File: config.mk
export PLATFORM = sky130hd
export DESIGN_NAME = hsl_to_rgb_converter_unit_flat
export DESIGN_NICKNAME = d
export VERILOG_FILES = /design/src/rtl/hsl2rgb_pkg.sv /design/src/rtl/hsl2rgb_in_if.sv /design/src/rtl/hsl2rgb_out_if.sv /design/src/rtl/hsl2rgb_front.sv /design/src/rtl/hsl2rgb_chan.sv /design/src/rtl/hsl2rgb_to_rgb_converter_unit.sv /design/src/flat_wrapper.sv
export SDC_FILE = /design/constraint.sdc
export NUM_CORES = 2
export LEC_CHECK = 0
export CORE_MARGIN = 2
export CORE_UTILIZATION = 45
export CTS_BUF_LIST = sky130_fd_sc_hd__clkbuf_8
export CTS_CLUSTER_DIAMETER = 120
export DETAILED_ROUTE_END_ITERATION = 10
export DONT_BUFFER_PORTS = 1
export PLACE_DENSITY = 0.64
export SKIP_LAST_GASP = 1
export SLEW_MARGIN = 40
export SYNTH_ARGS = -nofsm -noshare
export SYNTH_HDL_FRONTEND = slang
export SYNTH_HIERARCHICAL = 1
export SYNTH_SLANG_ARGS = --single-unit
File: constraint.sdc
create_clock -name clk -period 5.4 [get_ports clk]
set_input_delay 1.08 -clock clk [delete_from_list [all_inputs] [get_ports clk]]
set_output_delay 1.08 -clock clk [all_outputs]
set_load 0.05 [all_outputs]
File: src/rtl/hsl2rgb_pkg.sv
package hsl2rgb_pkg;

    // pipeline depth, one bit per register stage
    localparam int NUM_STAGES = 5;

    localparam int FIELD_W     = 9;
    localparam int COLOR_W     = 8;
    localparam int SECTOR_DEG  = 60;
    localparam int NUM_SECTORS = 6;

    // per-channel chroma weight, range -60..60
    localparam int WEIGHT_W = 7;
    typedef logic signed [WEIGHT_W-1:0] weight_t;
    typedef weight_t [2:0] weight_vec_t;

    localparam weight_t WEIGHT_FULL = weight_t'(SECTOR_DEG);
    localparam weight_t WEIGHT_NONE = weight_t'(-SECTOR_DEG);
    localparam weight_t WEIGHT_MID  = weight_t'(SECTOR_DEG / 2);

    localparam int CHAN_RED   = 0;
    localparam int CHAN_GREEN = 1;
    localparam int CHAN_BLUE  = 2;

    // lightness times 120 fits in 16 bits
    localparam int LIG_SCALE_W = 16;

    // final divide by 120: drop 3 bits, then multiply by reciprocal of 15
    localparam int QUOT_W      = 12;
    localparam int RECIP_W     = 13;
    localparam int RECIP_PROD_W = QUOT_W + RECIP_W;
    localparam logic [RECIP_W-1:0] RECIP_15 = 13'd4370;
    localparam int RECIP_SHIFT = 16;
    // 256 * 120: quotient would exceed 255 at or above this
    localparam int CLIP_LIMIT  = 30720;
    localparam logic [COLOR_W-1:0] COLOR_MAX = 8'd255;

    typedef struct packed {
        logic [NUM_STAGES-1:0] load;
    } stage_ctl_t;

    // width of one - |2l - one|
    function automatic int diff_width(int frac);
        return ((frac > 10) ? frac : 10) + 2;
    endfunction

    // width of the chroma product
    function automatic int chroma_width(int frac);
        return diff_width(frac) + FIELD_W + 1;
    endfunction

endpackage

File: src/rtl/hsl2rgb_in_if.sv
interface hsl2rgb_in_if;
    logic       valid;
    logic       ready;
    logic [8:0] hue_deg;
    logic [8:0] sat_level;
    logic [8:0] light_level;

    modport source (output valid, hue_deg, sat_level, light_level, input ready);
    modport sink (input valid, hue_deg, sat_level, light_level, output ready);
endinterface

File: src/rtl/hsl2rgb_out_if.sv
interface hsl2rgb_out_if;
    logic       valid;
    logic       ready;
    logic [7:0] red_out;
    logic [7:0] green_out;
    logic [7:0] blue_out;

    modport source (output valid, red_out, green_out, blue_out, input ready);
    modport sink (input valid, red_out, green_out, blue_out, output ready);
endinterface

File: src/rtl/hsl2rgb_front.sv
module hsl2rgb_front
    import hsl2rgb_pkg::*;
#(
    parameter int FRAC_BITS = 8,
    localparam int DW = diff_width(FRAC_BITS),
    localparam int CW = chroma_width(FRAC_BITS)
)
(
    input  logic                 clk,
    input  logic                 rst_n,
    input  stage_ctl_t           ctl,
    input  logic [FIELD_W-1:0]   hue_deg,
    input  logic [FIELD_W-1:0]   sat_level,
    input  logic [FIELD_W-1:0]   light_level,
    output logic signed [CW-1:0] chroma,
    output logic [FIELD_W-1:0]   lig,
    output weight_vec_t          weights
);

    localparam logic signed [DW-1:0] ONE_S = DW'(1 << FRAC_BITS);
    localparam logic [FIELD_W-1:0] GRAY_HUE = FIELD_W'(NUM_SECTORS * SECTOR_DEG);

    logic signed [DW-1:0] twice_l;
    logic signed [DW-1:0] dev_raw;
    logic signed [DW-1:0] dev;
    logic signed [DW-1:0] diff_next;
    logic signed [DW-1:0] diff_reg;
    logic [FIELD_W-1:0]   sat_reg;
    logic [FIELD_W-1:0]   lig1_reg;
    weight_vec_t          w_next;
    weight_vec_t          w1_reg;

    logic [2:0]           sector;
    logic [FIELD_W-1:0]   offs;
    logic [5:0]           tri_w;
    weight_t              xw;

    logic signed [CW-1:0] diff_ext;
    logic signed [CW-1:0] sat_ext;
    logic signed [CW-1:0] chroma_next;
    logic signed [CW-1:0] chroma_reg;
    logic [FIELD_W-1:0]   lig2_reg;
    weight_vec_t          w2_reg;

    // stage 1: lightness term and sector weights
    assign twice_l   = $signed({{(DW-FIELD_W-1){1'b0}}, light_level, 1'b0});
    assign dev_raw   = twice_l - ONE_S;
    assign dev       = dev_raw[DW-1] ? -dev_raw : dev_raw;
    assign diff_next = ONE_S - dev;

    always_comb
    begin
        sector = 3'(NUM_SECTORS);
        for (int k = NUM_SECTORS - 1; k >= 0; k--)
        begin
            if (hue_deg < FIELD_W'((k + 1) * SECTOR_DEG))
            begin
                sector = 3'(k);
            end
        end
    end

    // offset inside the sector; rising ramp in even sectors, falling in odd
    assign offs  = hue_deg - FIELD_W'(32'(sector) * SECTOR_DEG);
    assign tri_w = sector[0] ? (6'(SECTOR_DEG) - offs[5:0]) : offs[5:0];
    assign xw    = ($signed({1'b0, tri_w}) - WEIGHT_MID) <<< 1;

    always_comb
    begin
        w_next = {3{WEIGHT_NONE}};
        case (sector)
            3'd0:
            begin
                w_next[CHAN_RED]   = WEIGHT_FULL;
                w_next[CHAN_GREEN] = xw;
            end
            3'd1:
            begin
                w_next[CHAN_RED]   = xw;
                w_next[CHAN_GREEN] = WEIGHT_FULL;
            end
            3'd2:
            begin
                w_next[CHAN_GREEN] = WEIGHT_FULL;
                w_next[CHAN_BLUE]  = xw;
            end
            3'd3:
            begin
                w_next[CHAN_GREEN] = xw;
                w_next[CHAN_BLUE]  = WEIGHT_FULL;
            end
            3'd4:
            begin
                w_next[CHAN_RED]   = xw;
                w_next[CHAN_BLUE]  = WEIGHT_FULL;
            end
            3'd5:
            begin
                w_next[CHAN_RED]   = WEIGHT_FULL;
                w_next[CHAN_BLUE]  = xw;
            end
            default:
            begin
                w_next = {3{WEIGHT_NONE}};
            end
        endcase
    end

    always_ff @(posedge clk)
    begin
        if (ctl.load[0])
        begin
            diff_reg <= diff_next;
            sat_reg  <= sat_level;
            lig1_reg <= light_level;
            w1_reg   <= w_next;
        end
    end

    // stage 2: chroma, scaled by one squared
    assign diff_ext    = CW'(diff_reg);
    assign sat_ext     = CW'($signed({1'b0, sat_reg}));
    assign chroma_next = diff_ext * sat_ext;

    always_ff @(posedge clk)
    begin
        if (ctl.load[1])
        begin
            chroma_reg <= chroma_next;
            lig2_reg   <= lig1_reg;
            w2_reg     <= w1_reg;
        end
    end

    assign chroma  = chroma_reg;
    assign lig     = lig2_reg;
    assign weights = w2_reg;

    a_gray_weights: assert property (@(posedge clk) disable iff (!rst_n)
        (ctl.load[0] && hue_deg >= GRAY_HUE) |=>
            (w1_reg[CHAN_RED] == WEIGHT_NONE && w1_reg[CHAN_GREEN] == WEIGHT_NONE
             && w1_reg[CHAN_BLUE] == WEIGHT_NONE))
        else $error("gray hue gave a non-zero chroma weight");

    a_diff_bound: assert property (@(posedge clk) disable iff (!rst_n)
        ctl.load[0] |=> (diff_reg <= ONE_S))
        else $error("chroma factor above one");

endmodule

File: src/rtl/hsl2rgb_chan.sv
module hsl2rgb_chan
    import hsl2rgb_pkg::*;
#(
    parameter int FRAC_BITS = 8,
    localparam int CW = chroma_width(FRAC_BITS)
)
(
    input  logic                 clk,
    input  stage_ctl_t           ctl,
    input  logic signed [CW-1:0] chroma,
    input  logic [FIELD_W-1:0]   lig,
    input  weight_t              weight,
    output logic [COLOR_W-1:0]   color
);

    localparam int PW = CW + WEIGHT_W;
    localparam int BW = LIG_SCALE_W + FRAC_BITS;
    localparam int NW = ((PW > BW) ? PW : BW) + 1;
    localparam int SW = ((NW + 8) > (2 * FRAC_BITS + 17)) ? (NW + 8) : (2 * FRAC_BITS + 17);

    logic signed [PW-1:0]     chroma_ext;
    logic signed [PW-1:0]     weight_ext;
    logic signed [PW-1:0]     prod;
    logic [LIG_SCALE_W-1:0]   lig120;
    logic [BW-1:0]            base_u;
    logic signed [NW-1:0]     base_s;
    logic signed [NW-1:0]     num_next;
    logic signed [NW-1:0]     num_reg;

    logic signed [SW-1:0]     scaled;
    logic signed [SW-1:0]     xs;
    logic                     pos;
    logic                     zero_next;
    logic                     clip_next;
    logic [QUOT_W-1:0]        y_next;
    logic                     zero_reg;
    logic                     clip_reg;
    logic [QUOT_W-1:0]        y_reg;

    logic [RECIP_PROD_W-1:0]  qprod;
    logic [COLOR_W-1:0]       color_next;
    logic [COLOR_W-1:0]       color_reg;

    // stage 3: numerator over 120 * one^2
    assign chroma_ext = PW'(chroma);
    assign weight_ext = PW'(weight);
    assign prod       = chroma_ext * weight_ext;
    assign lig120     = (LIG_SCALE_W'(lig) << 7) - (LIG_SCALE_W'(lig) << 3);
    assign base_u     = BW'(lig120) << FRAC_BITS;
    assign base_s     = $signed(NW'(base_u));
    assign num_next   = NW'(prod) + base_s;

    always_ff @(posedge clk)
    begin
        if (ctl.load[2])
        begin
            num_reg <= num_next;
        end
    end

    // stage 4: times 255, drop one^2, flag the clamped cases
    assign scaled    = (SW'(num_reg) <<< 8) - SW'(num_reg);
    assign xs        = scaled >>> (2 * FRAC_BITS);
    assign pos       = !num_reg[NW-1] && (num_reg != '0);
    assign zero_next = !pos;
    assign clip_next = pos && (xs >= SW'(CLIP_LIMIT));
    assign y_next    = xs[QUOT_W+2:3];

    always_ff @(posedge clk)
    begin
        if (ctl.load[3])
        begin
            zero_reg <= zero_next;
            clip_reg <= clip_next;
            y_reg    <= y_next;
        end
    end

    // stage 5: divide by 15 through the reciprocal
    assign qprod = RECIP_PROD_W'(y_reg) * RECIP_PROD_W'(RECIP_15);

    always_comb
    begin
        if (zero_reg)
        begin
            color_next = '0;
        end
        else if (clip_reg)
        begin
            color_next = COLOR_MAX;
        end
        else
        begin
            color_next = qprod[RECIP_SHIFT +: COLOR_W];
        end
    end

    always_ff @(posedge clk)
    begin
        if (ctl.load[4])
        begin
            color_reg <= color_next;
        end
    end

    assign color = color_reg;

endmodule

File: src/rtl/hsl2rgb_to_rgb_converter_unit.sv
// channel  dir   payload                              handshake
// hsl      in    hue_deg, sat_level, light_level      valid / ready
// rgb      out   red_out, green_out, blue_out         valid / ready
//
// five register stages; after its transaction on hsl a pixel's valid bit moves
// through v_reg from the first stage to the last, and rgb.valid is the last bit;
// a new pixel can be taken every cycle while hsl.ready is high
// each stage holds its own valid bit and loads whenever it is empty or its
// successor loads, so bubbles close up while the output waits
// rst_n clears the valid bits only; datapath registers are not reset
// a stalled rgb fills the pipe, after which hsl.ready drops
module hsl_to_rgb_converter_unit
    import hsl2rgb_pkg::*;
#(
    parameter int FRAC_BITS = 8
)
(
    input  logic              clk,
    input  logic              rst_n,
    hsl2rgb_in_if.sink        hsl,
    hsl2rgb_out_if.source     rgb
);

    localparam int CW = chroma_width(FRAC_BITS);

    logic [NUM_STAGES-1:0] v_reg;
    logic [NUM_STAGES-1:0] v_next;
    logic [NUM_STAGES-1:0] rdy;
    stage_ctl_t            ctl;

    logic signed [CW-1:0]  chroma;
    logic [FIELD_W-1:0]    lig;
    weight_vec_t           weights;
    logic [2:0][COLOR_W-1:0] colors;

    always_comb
    begin
        rdy[NUM_STAGES-1] = !v_reg[NUM_STAGES-1] || rgb.ready;
        for (int i = NUM_STAGES - 2; i >= 0; i--)
        begin
            rdy[i] = !v_reg[i] || rdy[i+1];
        end
    end

    assign ctl.load = rdy;

    always_comb
    begin
        v_next = v_reg;
        if (rdy[0])
        begin
            v_next[0] = hsl.valid;
        end
        for (int i = 1; i < NUM_STAGES; i++)
        begin
            if (rdy[i])
            begin
                v_next[i] = v_reg[i-1];
            end
        end
    end

    always_ff @(posedge clk or negedge rst_n)
    begin
        if (!rst_n)
        begin
            v_reg <= '0;
        end
        else
        begin
            v_reg <= v_next;
        end
    end

    hsl2rgb_front #(
        .FRAC_BITS (FRAC_BITS)
    ) u_front (
        .clk         (clk),
        .rst_n       (rst_n),
        .ctl         (ctl),
        .hue_deg     (hsl.hue_deg),
        .sat_level   (hsl.sat_level),
        .light_level (hsl.light_level),
        .chroma      (chroma),
        .lig         (lig),
        .weights     (weights)
    );

    for (genvar c = 0; c < 3; c++)
    begin : g_chan
        hsl2rgb_chan #(
            .FRAC_BITS (FRAC_BITS)
        ) u_chan (
            .clk    (clk),
            .ctl    (ctl),
            .chroma (chroma),
            .lig    (lig),
            .weight (weights[c]),
            .color  (colors[c])
        );
    end

    assign hsl.ready     = rdy[0];
    assign rgb.valid     = v_reg[NUM_STAGES-1];
    assign rgb.red_out   = colors[CHAN_RED];
    assign rgb.green_out = colors[CHAN_GREEN];
    assign rgb.blue_out  = colors[CHAN_BLUE];

    a_full_stall: assert property (@(posedge clk) disable iff (!rst_n)
        ((&v_reg) && !rgb.ready) |-> !hsl.ready)
        else $error("input taken while the pipe is full and stalled");

    a_accept_enters: assert property (@(posedge clk) disable iff (!rst_n)
        (hsl.valid && hsl.ready) |=> v_reg[0])
        else $error("accepted transaction lost at the first stage");

    a_drain: assert property (@(posedge clk) disable iff (!rst_n)
        (rgb.valid && rgb.ready && !v_reg[NUM_STAGES-2]) |=> !rgb.valid)
        else $error("output repeated after its transaction");

endmodule
File: src/flat_wrapper.sv
// flat-port wrapper written by rule: the top's interface ports become plain ports
module hsl_to_rgb_converter_unit_flat import hsl2rgb_pkg::*;
#(
    parameter int FRAC_BITS = 8
)
  (clk, rst_n, hsl_valid, hsl_hue_deg, hsl_sat_level, hsl_light_level, hsl_ready, rgb_valid, rgb_red_out, rgb_green_out, rgb_blue_out, rgb_ready);
  hsl2rgb_in_if hsl_i ();
  hsl2rgb_out_if rgb_i ();
  input  logic clk;
  input  logic rst_n;
  input wire logic [$bits(hsl_i.valid)-1:0] hsl_valid;
  input wire logic [$bits(hsl_i.hue_deg)-1:0] hsl_hue_deg;
  input wire logic [$bits(hsl_i.sat_level)-1:0] hsl_sat_level;
  input wire logic [$bits(hsl_i.light_level)-1:0] hsl_light_level;
  output wire logic [$bits(hsl_i.ready)-1:0] hsl_ready;
  output wire logic [$bits(rgb_i.valid)-1:0] rgb_valid;
  output wire logic [$bits(rgb_i.red_out)-1:0] rgb_red_out;
  output wire logic [$bits(rgb_i.green_out)-1:0] rgb_green_out;
  output wire logic [$bits(rgb_i.blue_out)-1:0] rgb_blue_out;
  input wire logic [$bits(rgb_i.ready)-1:0] rgb_ready;
  assign hsl_i.valid = hsl_valid;
  assign hsl_i.hue_deg = hsl_hue_deg;
  assign hsl_i.sat_level = hsl_sat_level;
  assign hsl_i.light_level = hsl_light_level;
  assign hsl_ready = hsl_i.ready;
  assign rgb_valid = rgb_i.valid;
  assign rgb_red_out = rgb_i.red_out;
  assign rgb_green_out = rgb_i.green_out;
  assign rgb_blue_out = rgb_i.blue_out;
  assign rgb_i.ready = rgb_ready;
  hsl_to_rgb_converter_unit #(.FRAC_BITS(FRAC_BITS)) u_core (.clk(clk), .rst_n(rst_n), .hsl(hsl_i), .rgb(rgb_i));
endmodule
# After elaboration in Yosys (flattened, before gate mapping)
# Index checks and enable logic that the tools add are counted.
# Widths: inputs -> output; s select.
[classes]
div_mod_pow = 0
order_cmp = 9
bitwise_logic = 0
n_mul = 8
mux = 14
addsub = 13
shift = 0
n_reduce_logical = 32
eq_ne = 5
[ops]
columns = ["operator", "n"]
rows = [
  ["$sub 38x30->38", 3],
  ["$add 29x25->30", 3],
  ["$reduce_bool 30->1", 3],
  ["$mul 22x7->29", 3],
  ["$mul 12x12->23 const B", 3],
  ["$ge 22x16->1 const B", 3],
  ["$pmux 7 s2", 3],
  ["$mux 8", 3],
  ["$mul 12x10->22", 1],
  ["$lt 9x8->1 const B", 2],
  ["$lt 9x9->1 const B", 2],
  ["$sub 16x12->16", 1],
  ["$mux 12", 1],
  ["$mux 3", 4],
  ["$neg 12->12", 1],
  ["$reduce_or 2->1", 6],
  ["$sub 10x12->12 const A", 1],
  ["$logic_not 1->1", 11],
  ["$sub 10x9->11 const B", 1],
  ["$lt 9x6->1 const B", 1],
  ["$lt 9x7->1 const B", 1],
  ["$eq 3x2->1 const B", 2],
  ["$eq 3x3->1 const B", 2],
  ["$logic_and 1x1->1", 6],
  ["other kinds (9)", 14],
]
[totals]
ram_bits = 0
ff_bits = 264
word_cells = 112
n_memories = 0
input_bits = 31
latch_bits = 0
out_inout_bits = 26
mem_bits_ro = 0

# Logic depth before layout (Yosys ltp)
[depth]
word_depth = 13
ltp_mapped = 26
depth_no_buf = 26

# Modules after synthesis
# Netlist, hierarchy kept.
[modules_own_cells]
columns = ["module", "area_per_inst_um2", "cells_each", "instances", "seq_area_each_um2"]
rows = [
  ["hsl2rgb_chan at u_core.g_chan[1].u_chan", 10133.5, 1076, 1, 1561.5],
  ["hsl2rgb_chan at u_core.g_chan[2].u_chan", 9964.6, 1040, 1, 1561.5],
  ["hsl2rgb_chan at u_core.g_chan[0].u_chan", 9889.5, 1042, 1, 1561.5],
  ["hsl2rgb_front", 7996.4, 736, 1, 2822.7],
  ["hsl_to_rgb_converter_unit", 207.7, 17, 1, 125.1],
]

# Least setup slack after synthesis
# OpenSTA, ideal clock, no wires.
[synth_timing]
path_type = "register -> register"
from = "register u_core.u_front.lig2_reg[0] (netlist: u_core/u_front/lig[0])"
to = "register u_core.g_chan[2].u_chan.num_reg[29], data pin"
path_slack_ns = -0.291
synth_period_minus_slack_ns = 5.691
setup_time_ns = 0.260
t_required_ns = 5.140
n_path_buf = 0
path_stages_with_launch = 24
t_arrival_ns = 5.431
path_cell_list = "edfxtp_1 inv_1 ha_1 a31o_2 a21oi_1 nor2b_1 o21ai_0 nand2b_1 a211o_1 xnor2_1 fa_1 inv_1 fa_1 fa_1 inv_1 ha_1 a21o_1 a31o_2 or3_1 o211ai_1 a31oi_1 a21o_1 a21oi_1 xnor2_1"
[synth_via]
elab_chain_cells = 2
[synth_rtl]
columns = ["element", "line_no", "source"]
rows = [
  ["from (decl)", "hsl2rgb_front.sv:42", "logic [FIELD_W-1:0] lig2_reg;"],
  ["from (signal assigned)", "hsl2rgb_front.sv:130", "lig2_reg <= lig1_reg;"],
  ["$sub 16x12->16", "hsl2rgb_chan.sv:48", "assign lig120 = (LIG_SCALE_W'(lig) << 7) - (LIG_SCALE_W'(lig) << 3);"],
  ["$add 29x25->30", "hsl2rgb_chan.sv:51", "assign num_next = NW'(prod) + base_s;"],
  ["net u_core.g_chan[2].u_chan.num_next[29]", "hsl2rgb_chan.sv:27", "logic signed [NW-1:0] num_next;"],
  ["to (signal assigned)", "hsl2rgb_chan.sv:57", "num_reg <= num_next;"],
  ["to (decl)", "hsl2rgb_chan.sv:28", "logic signed [NW-1:0] num_reg;"],
]
# The timed path passes the listed nets, and every way through them passes these cells.
# A chain may end at the register's enable or synchronous reset.

# Worst setup path after layout
# Ends and elaborated chain as after synthesis.

==> parameters.txt <==
Parameter                              Value

Finish
  Max FFs per register ... 90
  Net count of the finished layout ... approximately 5200
  Sequential Area ... 0.00763 mm2
  Synthesis-to-layout area growth ... 12.0%
  Fraction of layout instances using a drive strength above 1 ... 10.5%
  Most common cell after layout, fill and taps aside ... inv_1
  End-of-flow core utilization ... between 50% and 60%
  Final Cell Area ... between 0.04 and 0.05 mm2
  Footprint of the multi-input gates ... around 0.028 mm2
  Fillcell total ... ~8000
  Top library cells by usage in the layout, fill and taps aside ... inv_1 (784), fa_1 (499), ha_1 (475), and2_1 (371), edfxtp_1 (250)

Drt
  Violation count after the first detailed-route iteration ... about 1300
  Detailed-route via count ... 26900
  Vias per inst ... slightly above 5
  DRT Wirelength ... around 83000 um
  Number of remaining DRC errors ... 0
  TritonRoute pass-1 iters ... 5
  Remaining antenna violation count after routing ... 0
  Routed wire per std cell ... between 15 and 20 um

Global routing
  Global-route wire length before repair ... around 140000 um
  Number of antenna violations at the first check in global routing ... 3
  Gr ovfl total ... 0
  Via count of the first global-routing pass ... roughly 28000
  Total routing usage reported by global routing ... about a fifth
  Pin count of the biggest net entering global routing ... 61

Critical path
  Reg2reg end ... u_core/g_chan[2].u_chan/num_reg[29]
  Reg-to-reg setup timing slack ... -0.07 ns
  Critical Path RT ... slightly below 6 ns
  Worst setup path category ... reg2reg
  Capturing element type of the critical path ... register
  Arrival time at the worst endpoint ... slightly below 6 ns
  Crit path launch type ... register
  Largest fanout of any net on the critical path ... 5
  Beginning of the worst register-to-register path ... u_core/u_front/lig[0]
  Path depth of the worst reg2reg path ... 23

Synthesis
  Synthesis warning total ... 6
  Synthesized flop and latch total ... 255
  Main flop type after synthesis ... edfxtp_1
  Count of flip-flops with a built-in enable after synthesis ... 250
  Portion of the post-synthesis area used by sequential elements ... about a fifth
  Asr flop ratio synth ... 1.96%
  Average cell area after synthesis ... a little under 10 um2
  Number of different library cells in the post-synthesis netlist ... about 100
  Gate count after technology mapping ... 3911
  Combined area of all synthesized cells ... ~0.038 mm2

STA
  Final-report setup violation count ... 1
  Final clock skew ... approximately 0.036 ns
  Time the worst path needs with I/O delays and setup ... 5.47 ns
  Period Utilization, post-route ... 101%
  Worst slew margin relative to its limit ... about half
  Final WS setup ... -0.0675 ns
  Transition at the pin with the smallest max-transition slack ... between 0.7 and 0.8 ns
  Hold violation total from the final report ... 0
  Max Slew Vio Count ... 0
  Timing-limited maximum frequency ... roughly 180 MHz
  Setup repair after global routing missed its margin ... true

Floorplan
  DIE HEIGHT ... 295 um
  Row count ... roughly 110
  IO Pins ... 57
  Die Area ... 0.0872 mm2
  Chip width ... about 300 um
  Core ar. ... 0.0838 mm2
  Effective utilization at floorplan ... 45.6%

Clock network
  CTS clock-pin slew for the worst setup and hold paths ... 0.06 ns
  H-tree depth ... 2
  Clock tree from TritonCTS ... built
  Latest clock arrival within the worst-skew pair ... 0.67 ns
  Sink count of the clock tree ... 255
  Root Driver ... clkbuf_8
  Number of hold buffers added after cts ... 0
  Number of buffers created by CTS ... 50
  Clock Tree Buf Depth ... 3

Placement
  Placement Cell Area ... roughly 0.041 mm2
  Weighted congestion at the end of routability-driven global placement ... approximately 0.87
  HPWL after detailed placement ... between 60000 and 70000 um
  Number of buffers inserted by port buffering ... 0

Min path
  Min-delay worst type ... in2async

Job
  MaxCap Viol Count ... 0

Run status
  Result of the run ... complete, but fails checks
  Violations in the final reports ... negative setup slack
-- metal layers --
metal  wire (um)  track usage, %  vias to the layer above
li1            -               -                    13200
met1       38100            26.6                    13100
met2       38800            32.8                      471
met3        3760            2.88                      118
met4        1960            5.14                        2
met5          12               0                        -
-- worst max path at each step --
stage	depth (start not counted)	start	slack, ns	endpoint
2_1_floorplan	23	u_core/u_front/lig[0]	0.01	u_core/g_chan[2].u_chan/num_reg[29]
3_3_place_gp	25	u_core/u_front/lig[0]	-0.07	u_core/g_chan[2].u_chan/num_reg[29]
3_5_place_dp	25	u_core/u_front/lig[0]	-0.07	u_core/g_chan[2].u_chan/num_reg[29]
4_1_cts	25	u_core/u_front/lig[0]	-0.01	u_core/g_chan[2].u_chan/num_reg[29]
5_1_grt	25	u_core/u_front/lig[0]	-0.25	u_core/g_chan[2].u_chan/num_reg[29]
6_report	23	u_core/u_front/lig[0]	-0.07	u_core/g_chan[2].u_chan/num_reg[29]
-- final cells by class --
cell class              count  area share, %
clock buffers              50           1.61
repair buffers            248           4.80
diodes                      1        0.00585
clock inverters            40          0.837
well taps                1134           3.32
multi-input cells        2803           64.7
flip-flops and latches    255           17.8
inverters                 782           6.88
-- stage by stage --
stage | setup slack (ns) | setup TNS, ns | hold WS, ns | std cells
2_1_floorplan | 0.0127 | 0 | 0.400 | 3914
3_3_place_gp | -0.0743 | -0.0826 | 0.401 | 5191
3_5_place_dp | -0.0665 | -0.225 | 0.407 | 5191
4_1_cts | -0.0148 | -0.0148 | 0.0411 | 5282
5_1_grt | -0.252 | -1.31 | 0.0697 | 5313
6_report | -0.0675 | -0.0675 | 0.112 | 5313
-- critical path: stages (launching register included) --
cell and delay [ns]:
edfxtp_1 0.41, buf_6 0.15, ha_4 0.21, a31o_2 0.21
a21oi_2 0.15, nor2b_1 0.07, o21ai_1 0.13, nand2b_1 0.11
a211o_1 0.36, xnor2_2 0.17, fa_1 0.48, inv_1 0.05
fa_1 0.45, fa_1 0.53, inv_2 0.05, ha_4 0.21
a21o_1 0.18, a31o_2 0.22, or3_4 0.33, o211ai_1 0.25
a31oi_1 0.14, a21o_1 0.20, a21oi_2 0.12, xnor2_1 0.07
-- cells in the mapped netlist, types with 5 or more instances --
master	number	share of area [%]
inv_1	777	7.6
fa_1	499	26
ha_1	485	16
and2_1	372	6.1
edfxtp_1	250	20
nand2_1	230	2.3
a21oi_1	179	2.3
nor2_1	169	1.7
xnor2_1	161	3.7
a21o_1	75	1.5
o21ai_0	60	0.79
xor2_1	58	1.3
clkbuf_1	56	0.55
nor3_1	49	0.64
nand2b_1	38	0.62
nand3_1	37	0.48
o21ai_1	32	0.42
o21a_1	31	0.61
o21bai_1	28	0.55
a31oi_1	25	0.41
nand4_1	23	0.38
a211oi_1	19	0.37
nor2b_1	19	0.31
and3_1	17	0.28
o211ai_1	15	0.29
nor4_1	14	0.23
a211o_1	9	0.21
a31o_2	8	0.18
buf_2	8	0.10
mux2i_1	7	0.18
a2111oi_0	6	0.14
a31o_1	6	0.14
nand3b_1	6	0.12
o31ai_1	6	0.12
dfrtp_1	5	0.33
o211a_1	5	0.13
-- timing repair --
action	4_1_cts	5_1_grt
gates resized for setup	4	62
buffers inserted	1	30
pin swaps	7	37
endpoints found under the setup margin	4	24
hold endpoints to repair	0	0
-- cell families after synthesis --
| group | count (synthesis) | synth area share (%) |
|---|---|---|
| AO/OA/AOI/OAI | 573 | 10.1 |
| XOR/XNOR | 221 | 5.12 |
| adder cells (fa/ha/maj) | 984 | 42.0 |
| buffers and inverters | 856 | 8.52 |
| flip-flops | 255 | 20.0 |
| multiplexers | 9 | 0.252 |
| other | 1 | 0.00982 |
| AND/OR/NAND/NOR | 1012 | 14.0 |
Power is left out: the tool's default activity adds up to more than one toggle a clock period on the data nets, which glitch-free logic cannot reach.
